===== src/plis_pkg.sv =====
`timescale 1ns / 1ps
// ----------------------------------------------------------------------------
// plis_pkg
// Shared types and fixed constants of the power-line interference subtractor.
// ----------------------------------------------------------------------------
package plis_pkg;

  // Fixed field widths of the configuration register and the result.
  localparam int THRESH_BITS = 26;
  localparam int OUT_BITS    = 26;

  // Stored interference estimates are kept scaled by the period length.
  localparam int INTERF_BITS = 30;

  // Reset value of the linearity threshold register.
  localparam logic [THRESH_BITS-1:0] THRESH_RESET = 26'd3000;

  // Command codes of an input beat.
  localparam logic CMD_PROCESS = 1'b0;
  localparam logic CMD_CLEAR   = 1'b1;

  // Control from the pipeline to the estimator stage.
  typedef struct packed {
    logic fire;   // a beat leaves the input register this cycle
    logic clear;  // that beat carries the clear command
  } plis_ctrl_t;

endpackage


===== src/plis_estimator.sv =====
`timescale 1ns / 1ps
// ----------------------------------------------------------------------------
// plis_estimator
// Sample history, per-phase interference estimates and linearity tracking.
// Produces the result value scaled by the period length for one beat.
// ----------------------------------------------------------------------------
module plis_estimator #(
  parameter int SAMPLES_PER_PERIOD = 5,
  parameter int SAMPLE_BITS        = 24,
  parameter int VALUE_BITS         = 31
) (
  input  logic                                 clk,
  input  logic                                 rst_n,
  input  plis_pkg::plis_ctrl_t                 ctrl,
  input  logic signed [SAMPLE_BITS-1:0]        sample,
  input  logic [plis_pkg::THRESH_BITS-1:0]     threshold,
  output logic signed [VALUE_BITS-1:0]         est_value
);

  localparam int N   = SAMPLES_PER_PERIOD;
  localparam int S   = SAMPLES_PER_PERIOD > 0 ? SAMPLE_BITS : SAMPLE_BITS;
  localparam int VW  = VALUE_BITS;
  localparam int IB  = plis_pkg::INTERF_BITS;
  localparam int PW  = $clog2(N);
  localparam int CNW = $clog2(N + 1);
  localparam int DW  = S + 2;
  localparam int CW  = (DW > plis_pkg::THRESH_BITS) ? DW : plis_pkg::THRESH_BITS;

  localparam logic signed [VW-1:0] N_V     = VW'(N);
  localparam logic signed [VW-1:0] INT_MAX =
    {{(VW-IB+1){1'b0}}, {(IB-1){1'b1}}};
  localparam logic signed [VW-1:0] INT_MIN =
    {{(VW-IB+1){1'b1}}, {(IB-1){1'b0}}};
  localparam logic [CNW-1:0] CNT_ONE  = CNW'(1);
  localparam logic [CNW-1:0] CNT_FULL = CNW'(N);
  localparam logic [PW-1:0]  PH_LAST  = PW'(N - 1);

  // History: hist_r[k] is the sample k beats back.
  logic signed [S-1:0]  hist_r   [1:N+1];
  logic signed [S-1:0]  hist_nxt [1:N+1];
  logic signed [IB-1:0] interf_r   [N];
  logic signed [IB-1:0] interf_nxt [N];
  logic [PW-1:0]        phase_r, phase_nxt;
  logic [CNW-1:0]       cnt_r, cnt_nxt;

  logic signed [DW-1:0] d1, d2, crit;
  logic [DW-1:0]        crit_abs;
  logic                 linear;
  logic                 update;
  logic signed [VW-1:0] sum;
  logic signed [VW-1:0] diff, half, avg5;
  logic signed [VW-1:0] scaled, interf_cur, resid, new_int;
  logic signed [IB-1:0] new_int_sat;

  // Linearity test on the two one-period differences.
  always_comb begin
    d1       = DW'(hist_r[N]) - DW'(sample);
    d2       = DW'(hist_r[N+1]) - DW'(hist_r[1]);
    crit     = d1 - d2;
    crit_abs = crit[DW-1] ? DW'(-crit) : DW'(crit);
    linear   = CW'(crit_abs) < CW'(threshold);
    update   = linear && (cnt_r <= CNT_ONE);
  end

  // Period average scaled by N: sum of the last period minus half the end step.
  always_comb begin
    sum = '0;
    for (int k = 1; k <= N; k++) begin
      sum = sum + VW'(hist_r[k]);
    end
    diff = VW'(sample) - VW'(hist_r[N]);
    half = (diff + (diff[VW-1] ? VW'(1) : VW'(0))) >>> 1;
    avg5 = sum - half;
  end

  // Delayed sample against the estimate of the current phase.
  always_comb begin
    scaled     = VW'(hist_r[2]) * N_V;
    interf_cur = VW'(interf_r[phase_r]);
    resid      = scaled - interf_cur;
    new_int    = scaled - avg5;
    if (new_int > INT_MAX) begin
      new_int_sat = INT_MAX[IB-1:0];
    end else if (new_int < INT_MIN) begin
      new_int_sat = INT_MIN[IB-1:0];
    end else begin
      new_int_sat = new_int[IB-1:0];
    end
  end

  // A clear beat yields zero, which rounds to a zero result.
  always_comb begin
    if (ctrl.clear == plis_pkg::CMD_CLEAR) begin
      est_value = '0;
    end else if (update) begin
      est_value = avg5;
    end else begin
      est_value = resid;
    end
  end

  // State update for the beat leaving the input register.
  always_comb begin
    hist_nxt   = hist_r;
    interf_nxt = interf_r;
    phase_nxt  = phase_r;
    cnt_nxt    = cnt_r;
    if (ctrl.fire) begin
      if (ctrl.clear == plis_pkg::CMD_CLEAR) begin
        for (int k = 1; k <= N + 1; k++) begin
          hist_nxt[k] = '0;
        end
        for (int p = 0; p < N; p++) begin
          interf_nxt[p] = '0;
        end
        phase_nxt = '0;
        cnt_nxt   = CNT_ONE;
      end else begin
        hist_nxt[1] = sample;
        for (int k = 2; k <= N + 1; k++) begin
          hist_nxt[k] = hist_r[k-1];
        end
        if (update) begin
          interf_nxt[phase_r] = new_int_sat;
          cnt_nxt             = CNT_ONE;
        end else if (linear) begin
          cnt_nxt = cnt_r - CNT_ONE;
        end else begin
          cnt_nxt = CNT_FULL;
        end
        phase_nxt = (phase_r == PH_LAST) ? '0 : phase_r + PW'(1);
      end
    end
  end

  // State registers.
  always_ff @(posedge clk) begin
    if (!rst_n) begin
      for (int k = 1; k <= N + 1; k++) begin
        hist_r[k] <= '0;
      end
      for (int p = 0; p < N; p++) begin
        interf_r[p] <= '0;
      end
      phase_r <= '0;
      cnt_r   <= CNT_ONE;
    end else begin
      hist_r   <= hist_nxt;
      interf_r <= interf_nxt;
      phase_r  <= phase_nxt;
      cnt_r    <= cnt_nxt;
    end
  end

`ifndef ASSERT_OFF
  // The phase counter wraps at the period length.
  a_phase_range: assert property (@(posedge clk) disable iff (!rst_n)
    phase_r <= PH_LAST)
    else $error("phase counter out of range");

  // The linear run counter stays between one and the period length.
  a_cnt_range: assert property (@(posedge clk) disable iff (!rst_n)
    (cnt_r >= CNT_ONE) && (cnt_r <= CNT_FULL))
    else $error("linear run counter out of range");

  // A clear beat resets the history, phase and run counter.
  a_clear: assert property (@(posedge clk) disable iff (!rst_n)
    (ctrl.fire && (ctrl.clear == plis_pkg::CMD_CLEAR)) |=>
      (phase_r == '0) && (cnt_r == CNT_ONE) && (hist_r[1] == '0))
    else $error("clear beat did not reset the state");
`endif

endmodule


===== src/plis_round_div.sv =====
`timescale 1ns / 1ps
// ----------------------------------------------------------------------------
// plis_round_div
// Divides a value scaled by the period length back to sample units, rounding
// half up, and saturates to the result width. Division uses an exact
// reciprocal multiply.
// ----------------------------------------------------------------------------
module plis_round_div #(
  parameter int SAMPLES_PER_PERIOD = 5,
  parameter int VALUE_BITS         = 31
) (
  input  logic signed [VALUE_BITS-1:0]          value,
  output logic signed [plis_pkg::OUT_BITS-1:0]  filtered
);

  localparam int N  = SAMPLES_PER_PERIOD;
  localparam int VW = VALUE_BITS;
  localparam int D  = 2 * N;
  localparam int L  = VW + 2;
  localparam int LD = $clog2(D);
  localparam int SH = L + LD;
  localparam int PWD = 2 * L + 1;
  localparam int QW = PWD - SH;
  localparam int RW = QW + 1;
  localparam int OB = plis_pkg::OUT_BITS;

  localparam logic [63:0] MAGIC = ((64'd1 << SH) + 64'(D) - 64'd1) / 64'(D);
  localparam logic signed [L-1:0] N_L   = L'(N);
  localparam logic signed [L-1:0] DM1_L = L'(D - 1);
  localparam logic signed [RW-1:0] SAT_HI =
    {{(RW-OB+1){1'b0}}, {(OB-1){1'b1}}};
  localparam logic signed [RW-1:0] SAT_LO =
    {{(RW-OB+1){1'b1}}, {(OB-1){1'b0}}};

  logic signed [L-1:0]  w;
  logic                 neg;
  logic [L-1:0]         u;
  logic [PWD-1:0]       prod;
  logic [QW-1:0]        q;
  logic signed [RW-1:0] r;

  // floor((2v + N) / 2N): fold negatives onto a ceiling of the magnitude.
  always_comb begin
    w    = $signed({value[VW-1], value, 1'b0}) + N_L;
    neg  = w[L-1];
    u    = neg ? L'(DM1_L - w) : L'(w);
    prod = PWD'(u) * PWD'(MAGIC[L:0]);
    q    = prod[PWD-1:SH];
    r    = neg ? -$signed(RW'(q)) : $signed(RW'(q));
  end

  // Saturate to the result range.
  always_comb begin
    if (r > SAT_HI) begin
      filtered = SAT_HI[OB-1:0];
    end else if (r < SAT_LO) begin
      filtered = SAT_LO[OB-1:0];
    end else begin
      filtered = r[OB-1:0];
    end
  end

endmodule


===== src/powerline_interference_subtractor_core.sv =====
`timescale 1ns / 1ps
// ----------------------------------------------------------------------------
// powerline_interference_subtractor_core
// Mains-hum subtraction for an ECG sample stream.
// ----------------------------------------------------------------------------
// Usage:
// Input beats (in_cmd, in_sample) are taken when in_valid is high and
// in_stall is low. A process beat yields one filtered result, the sample two
// positions back with the mains interference removed; a clear beat wipes the
// history and estimates and yields a zero result.
// Result beats leave on out_filtered and are taken when out_valid is high and
// out_stall is low. The threshold register is written through cfg_data with
// cfg_valid; cfg_ready is always high. Write it only while the block is idle.
// On its way from the accepting edge to the port the beat passes the input,
// estimate and result registers. One beat is accepted every cycle while
// in_stall is low; the per-phase estimate and history are updated in the
// single estimate step, so back-to-back beats see the state of their
// predecessor. A stall on the result side holds the three registers; in_stall
// rises only when all three hold a beat. Reset clears the state, empties the
// pipeline and sets the threshold to 3000.
// ----------------------------------------------------------------------------
module powerline_interference_subtractor_core #(
  parameter int SAMPLES_PER_PERIOD = 5,
  parameter int SAMPLE_BITS        = 24
) (
  input  logic                                 clk,
  input  logic                                 rst_n,
  input  logic                                 in_valid,
  output logic                                 in_stall,
  input  logic                                 in_cmd,
  input  logic signed [SAMPLE_BITS-1:0]        in_sample,
  output logic                                 out_valid,
  input  logic                                 out_stall,
  output logic signed [plis_pkg::OUT_BITS-1:0] out_filtered,
  input  logic                                 cfg_valid,
  output logic                                 cfg_ready,
  input  logic [plis_pkg::THRESH_BITS-1:0]     cfg_data
);

  localparam int NB   = $clog2(SAMPLES_PER_PERIOD + 1);
  localparam int VW_A = SAMPLE_BITS + NB + 3;
  localparam int VW_B = plis_pkg::INTERF_BITS + 1;
  localparam int VW   = (VW_A > VW_B) ? VW_A : VW_B;

  logic                                 in_valid_r, in_valid_nxt;
  logic                                 in_cmd_r, in_cmd_nxt;
  logic signed [SAMPLE_BITS-1:0]        in_sample_r, in_sample_nxt;
  logic                                 mid_valid_r, mid_valid_nxt;
  logic signed [VW-1:0]                 mid_value_r, mid_value_nxt;
  logic                                 out_valid_r, out_valid_nxt;
  logic signed [plis_pkg::OUT_BITS-1:0] out_filtered_r, out_filtered_nxt;
  logic [plis_pkg::THRESH_BITS-1:0]     thresh_r, thresh_nxt;

  logic                                 out_open, mid_open, in_open;
  plis_pkg::plis_ctrl_t                 est_ctrl;
  logic signed [VW-1:0]                 est_value;
  logic signed [plis_pkg::OUT_BITS-1:0] rounded;

  // Each stage may load when it is empty or its beat moves on.
  assign out_open  = !out_valid_r || !out_stall;
  assign mid_open  = !mid_valid_r || out_open;
  assign in_open   = !in_valid_r || mid_open;
  assign in_stall  = !in_open;
  assign out_valid = out_valid_r;
  assign out_filtered = out_filtered_r;
  assign cfg_ready = 1'b1;

  assign est_ctrl.fire  = in_valid_r && mid_open;
  assign est_ctrl.clear = in_cmd_r;

  // Estimate step: history, linearity and per-phase interference.
  plis_estimator #(
    .SAMPLES_PER_PERIOD(SAMPLES_PER_PERIOD),
    .SAMPLE_BITS       (SAMPLE_BITS),
    .VALUE_BITS        (VW)
  ) u_estimator (
    .clk      (clk),
    .rst_n    (rst_n),
    .ctrl     (est_ctrl),
    .sample   (in_sample_r),
    .threshold(thresh_r),
    .est_value(est_value)
  );

  // Result step: rounding division and saturation.
  plis_round_div #(
    .SAMPLES_PER_PERIOD(SAMPLES_PER_PERIOD),
    .VALUE_BITS        (VW)
  ) u_round_div (
    .value   (mid_value_r),
    .filtered(rounded)
  );

  // Next values of the pipeline and threshold registers.
  always_comb begin
    in_valid_nxt     = in_valid_r;
    in_cmd_nxt       = in_cmd_r;
    in_sample_nxt    = in_sample_r;
    mid_valid_nxt    = mid_valid_r;
    mid_value_nxt    = mid_value_r;
    out_valid_nxt    = out_valid_r;
    out_filtered_nxt = out_filtered_r;
    thresh_nxt       = thresh_r;
    if (in_open) begin
      in_valid_nxt = in_valid;
      if (in_valid) begin
        in_cmd_nxt    = in_cmd;
        in_sample_nxt = in_sample;
      end
    end
    if (mid_open) begin
      mid_valid_nxt = in_valid_r;
      if (in_valid_r) begin
        mid_value_nxt = est_value;
      end
    end
    if (out_open) begin
      out_valid_nxt = mid_valid_r;
      if (mid_valid_r) begin
        out_filtered_nxt = rounded;
      end
    end
    if (cfg_valid && cfg_ready) begin
      thresh_nxt = cfg_data;
    end
  end

  // Control registers.
  always_ff @(posedge clk) begin
    if (!rst_n) begin
      in_valid_r  <= 1'b0;
      mid_valid_r <= 1'b0;
      out_valid_r <= 1'b0;
      thresh_r    <= plis_pkg::THRESH_RESET;
    end else begin
      in_valid_r  <= in_valid_nxt;
      mid_valid_r <= mid_valid_nxt;
      out_valid_r <= out_valid_nxt;
      thresh_r    <= thresh_nxt;
    end
  end

  // Payload registers.
  always_ff @(posedge clk) begin
    in_cmd_r       <= in_cmd_nxt;
    in_sample_r    <= in_sample_nxt;
    mid_value_r    <= mid_value_nxt;
    out_filtered_r <= out_filtered_nxt;
  end

`ifndef ASSERT_OFF
  // Back-pressure reaches the input only with every stage full and stalled.
  a_stall_full: assert property (@(posedge clk) disable iff (!rst_n)
    in_stall |-> (in_valid_r && mid_valid_r && out_valid_r && out_stall))
    else $error("input stalled with room in the pipeline");

  // A beat in the estimate register moves to the result register when open.
  a_mid_moves: assert property (@(posedge clk) disable iff (!rst_n)
    (mid_valid_r && out_open) |=> out_valid_r)
    else $error("estimate beat lost on its way to the result register");

  // A held result keeps its estimate stage from advancing into it.
  a_hold: assert property (@(posedge clk) disable iff (!rst_n)
    (out_valid_r && out_stall) |=> $stable(out_filtered_r))
    else $error("result register changed while held");
`endif

endmodule

===== config.mk =====
export PLATFORM = sky130hd
export DESIGN_NAME = powerline_interference_subtractor_core
export DESIGN_NICKNAME = d
export VERILOG_FILES = /design/src/plis_pkg.sv /design/src/plis_estimator.sv /design/src/plis_round_div.sv /design/src/powerline_interference_subtractor_core.sv
export SDC_FILE = /design/constraint.sdc
export NUM_CORES = 2
export LEC_CHECK = 0
export BUFFER_PORTS_ARGS = -buffer_cell sky130_fd_sc_hd__buf_2
export CELL_PAD_IN_SITES_DETAIL_PLACEMENT = 1
export CELL_PAD_IN_SITES_GLOBAL_PLACEMENT = 2
export CORE_AREA = 2 2 248 494
export CTS_CLUSTER_SIZE = 8
export DETAILED_ROUTE_END_ITERATION = 10
export DIE_AREA = 0 0 250 496
export PLACE_DENSITY_LB_ADDON = 0.3
export SETUP_SLACK_MARGIN = 0.15
export SYNTH_ARGS = -nofsm -noshare
export SYNTH_HDL_FRONTEND = slang
export SYNTH_HIERARCHICAL = 1
export SYNTH_SLANG_ARGS = --single-unit

===== constraint.sdc =====
create_clock -name clk -period 12.75 [get_ports clk]
set_input_delay 0.6375 -clock clk [delete_from_list [all_inputs] [get_ports clk]]
set_output_delay 0.6375 -clock clk [all_outputs]
set_load 0.05 [all_outputs]

==> run summary <==
Outcome - finished, final reports clean
Slew Viols, Final - 0
Clock sinks - 411
Die area - 124000 µm²
Worst reg2reg path startpoint - mid_value_r[1]
Yosys reg bits - 411
Clock-pin slew on the worst setup and hold paths - 0.08 ns
Final wirelength - 211.7 mm
Die X-Extent - 250 µm
Worst-path fanout max - 25
Fill count - 14068
I/O Buffers - 83
Register area - 9051 µm²
Antenna viol nets, final - 0
Rows - 180
Hold-fix buffers, CTS - 0
Most used cell along the critical path - fa_1
Core area - 120300 µm²
First-pass GRT wire length - 306.5 mm
CTS buffer count - 58
CP max stage cell - fa_1
Final Critical Period - 12.32 ns
GRT Util Overall - 0.3432
RSZ-0062 raised after global routing - no
Commonest cells after routing, fill and taps aside - inv_1 (908), fa_1 (578), ha_1 (550)
Placed Cells - 7158
Synthesized area - 50140 µm²
Reg2reg path depth - 40
Detailed placement HPWL - 175.0 mm
Die extent in y - 496 µm
Post-synth EDFFs - 82
Fin cells - 7246
H-tree Lvls - 2
Number of DRC markers in iteration 0 - 1704
DR pass1 iterations - 5
Clock skew - 0.04829 ns
Num ports - 85
R2R Setup Slk - 0.43 ns
Overflow after GRT - 0
GP Congestion - 1.086
Synth Instances - 5551
Layout cells sized above 1 - 0.08409
Worst-Margin Slew - 1.378 ns
Worst Hold End - in_sample_r[19]
Fmax - 81.19 MHz
R2R Path End - out_filtered[0]
Hold Vio Cnt, Final - 0
Unique cell type count in the Yosys netlist - 108
Hold crit path type - input pin to register
WP data required - 13.22 ns
DRC violations left - 0
Max cap viols - 0
Asr flop ratio synth - 0
Initial antenna violation count - 12
Synth Warn # - 6
Period Utilization, post-route - 0.9660
Via count - 41939
CTS max path bufs - 3
Avg Cell Area, Syn - 9.032 µm²
Slew HR - 0.07861
Final setup fails - 0
Initial Utilization - 0.4169
Synth-to-Final Area Change - 9.326%
CTS tree - yes
Final net count - 6861
Clk root buf - clkbuf_16
WHS - 0.1439 ns
Vias in the first global route - 46805
CP startpoint kind - register
Critical path's largest stage delay - 0.72 ns
Area of the multi-input gates - 37050 µm²
CP arrival - 12.79 ns
Hold-critical path depth - 1
Sequential area share after synthesis - 0.1805
Commonest non-fill, non-tap cell in the layout - inv_1
Post-DR wirelength/cell - 29.21 µm
DR vias/cell - 5.788
Clk_lat worst skew - 0.66 ns
Largest net degree at the start of global routing - 151
Main synth FF type - dfxtp_1
Fin util - 0.4558
Crit end category - register
Critical setup path kind - register to register
Hold_sp - in_sample[19]
## flip-flops by register name, indices dropped and copies added, names as in the netlist
register and count:
out_filtered 26, in_sample_r 24, mid_valid_r 1, thresh_r 26, in_valid_r 1, in_cmd_r 1, out_valid 1, u_estimator/phase_r 3
u_estimator/interf_r 150, mid_value_r 31, u_estimator/hist_r 144, u_estimator/cnt_r 3
## metrics by stage
step	area (µm²)	TNS, ns	setup slack, ns
after floorplan	50170	0	1.402
after global placement	53040	0	0.1074
after detailed placement	53040	-1.646	-0.1071
after CTS	54670	0	0.2027
after global routing	54810	0	0.1464
final	54820	0	0.4329
## metal layers
layer / global-route usage / up-vias / share of wire
met5: 0 / - / 0.00028
li1: - / 18926 / -
met1: 0.2651 / 21108 / 0.28
met2: 0.6626 / 1104 / 0.54
met4: 0.3899 / 10 / 0.14
met3: 0.06271 / 791 / 0.041
## cell type report
| cell class | count | share of cell area |
|---|---|---|
| Inverter | 911 | 0.06247 |
| Timing Repair Buffer | 251 | 0.03155 |
| Sequential cell | 411 | 0.1651 |
| Clock inverter | 3 | 0.0006848 |
| Tap cell | 1547 | 0.03531 |
| Multi-Input combinational cell | 4039 | 0.6759 |
| Antenna cell | 3 | 0.0001370 |
| Clock buffer | 81 | 0.02883 |
## logic make-up (layout without fill, tap and decap cells)
family / Yosys count / count (layout) / synth area share
fa+ha+maj: 1133 / 1133 / 0.3696
xor+xnor: 301 / 301 / 0.05273
compound gates: 1193 / 1193 / 0.1560
mux: 76 / 76 / 0.02288
simple gates: 1326 / 1326 / 0.1329
flops: 411 / 411 / 0.1805
other cells: 3 / 13 / 0.0002246
buf+inv: 1108 / 1246 / 0.08524
## worst max-delay path by stage
stage / start / endpoint / slack [ns] / depth (start not counted)
after global placement: mid_value_r[1] / out_filtered[1] / 0.11 / 39
after floorplan: mid_value_r[1] / out_filtered[10] / 1.40 / 43
final: mid_value_r[1] / out_filtered[0] / 0.43 / 40
after CTS: mid_value_r[1] / out_filtered[2] / 0.20 / 39
after detailed placement: mid_value_r[1] / out_filtered[2] / -0.11 / 39
after global routing: mid_value_r[1] / out_filtered[0] / 0.15 / 40
## cell usage after synthesis (23+ instances only)
| master | instances | area, µm² |
|---|---|---|
| o22ai_1 | 82 | 513.0 |
| and4_1 | 27 | 236.5 |
| a211oi_2 | 23 | 287.8 |
| o21a_1 | 35 | 262.8 |
| a211oi_1 | 32 | 240.2 |
| o211ai_1 | 24 | 180.2 |
| mux2i_1 | 37 | 370.4 |
| nor2_1 | 225 | 844.6 |
| mux4_2 | 30 | 675.7 |
| nand2_1 | 426 | 1599 |
| a22o_1 | 52 | 455.4 |
| a21oi_1 | 324 | 1622 |
| a22oi_1 | 35 | 262.8 |
| nor3_1 | 63 | 315.3 |
| nor2b_1 | 55 | 344.1 |
| or3_1 | 28 | 175.2 |
| nand2b_1 | 85 | 531.8 |
| fa_1 | 580 | 11610 |
| and3_1 | 34 | 212.7 |
| xnor2_1 | 192 | 1682 |
| xor2_1 | 108 | 945.9 |
| buf_2 | 24 | 120.1 |
| inv_1 | 911 | 3420 |
| and2_1 | 114 | 713.2 |
| o21ai_0 | 243 | 1216 |
| a21o_1 | 108 | 810.8 |
| edfxtp_1 | 82 | 2462 |
| dfxtp_1 | 329 | 6586 |
| nand4_1 | 49 | 306.5 |
| clkbuf_1 | 144 | 540.5 |
| ha_1 | 553 | 6919 |
| nand3_1 | 135 | 675.7 |
| a31oi_1 | 50 | 312.8 |
## critical path, delay by kind of cell (launching register included)
family,cells,cell delay [ns]
AND/OR/NAND/NOR,13,3.31
flip-flops,1,0.48
AO/OA/AOI/OAI,7,1.53
XOR/XNOR,4,0.96
buffers and inverters,6,1.15
adder cells (fa/ha/maj),10,4.68
## repair_timing
action | in CTS | in global routing
pin swaps | 0 | 1
cloned | 0 | 0
setup buffers | 0 | 1
gates resized for setup | 1 | 26
setup endpoints to repair | 25 | 26
Power is left out: the tool's default activity adds up to more than one toggle a clock period on the data nets, which glitch-free logic cannot reach.
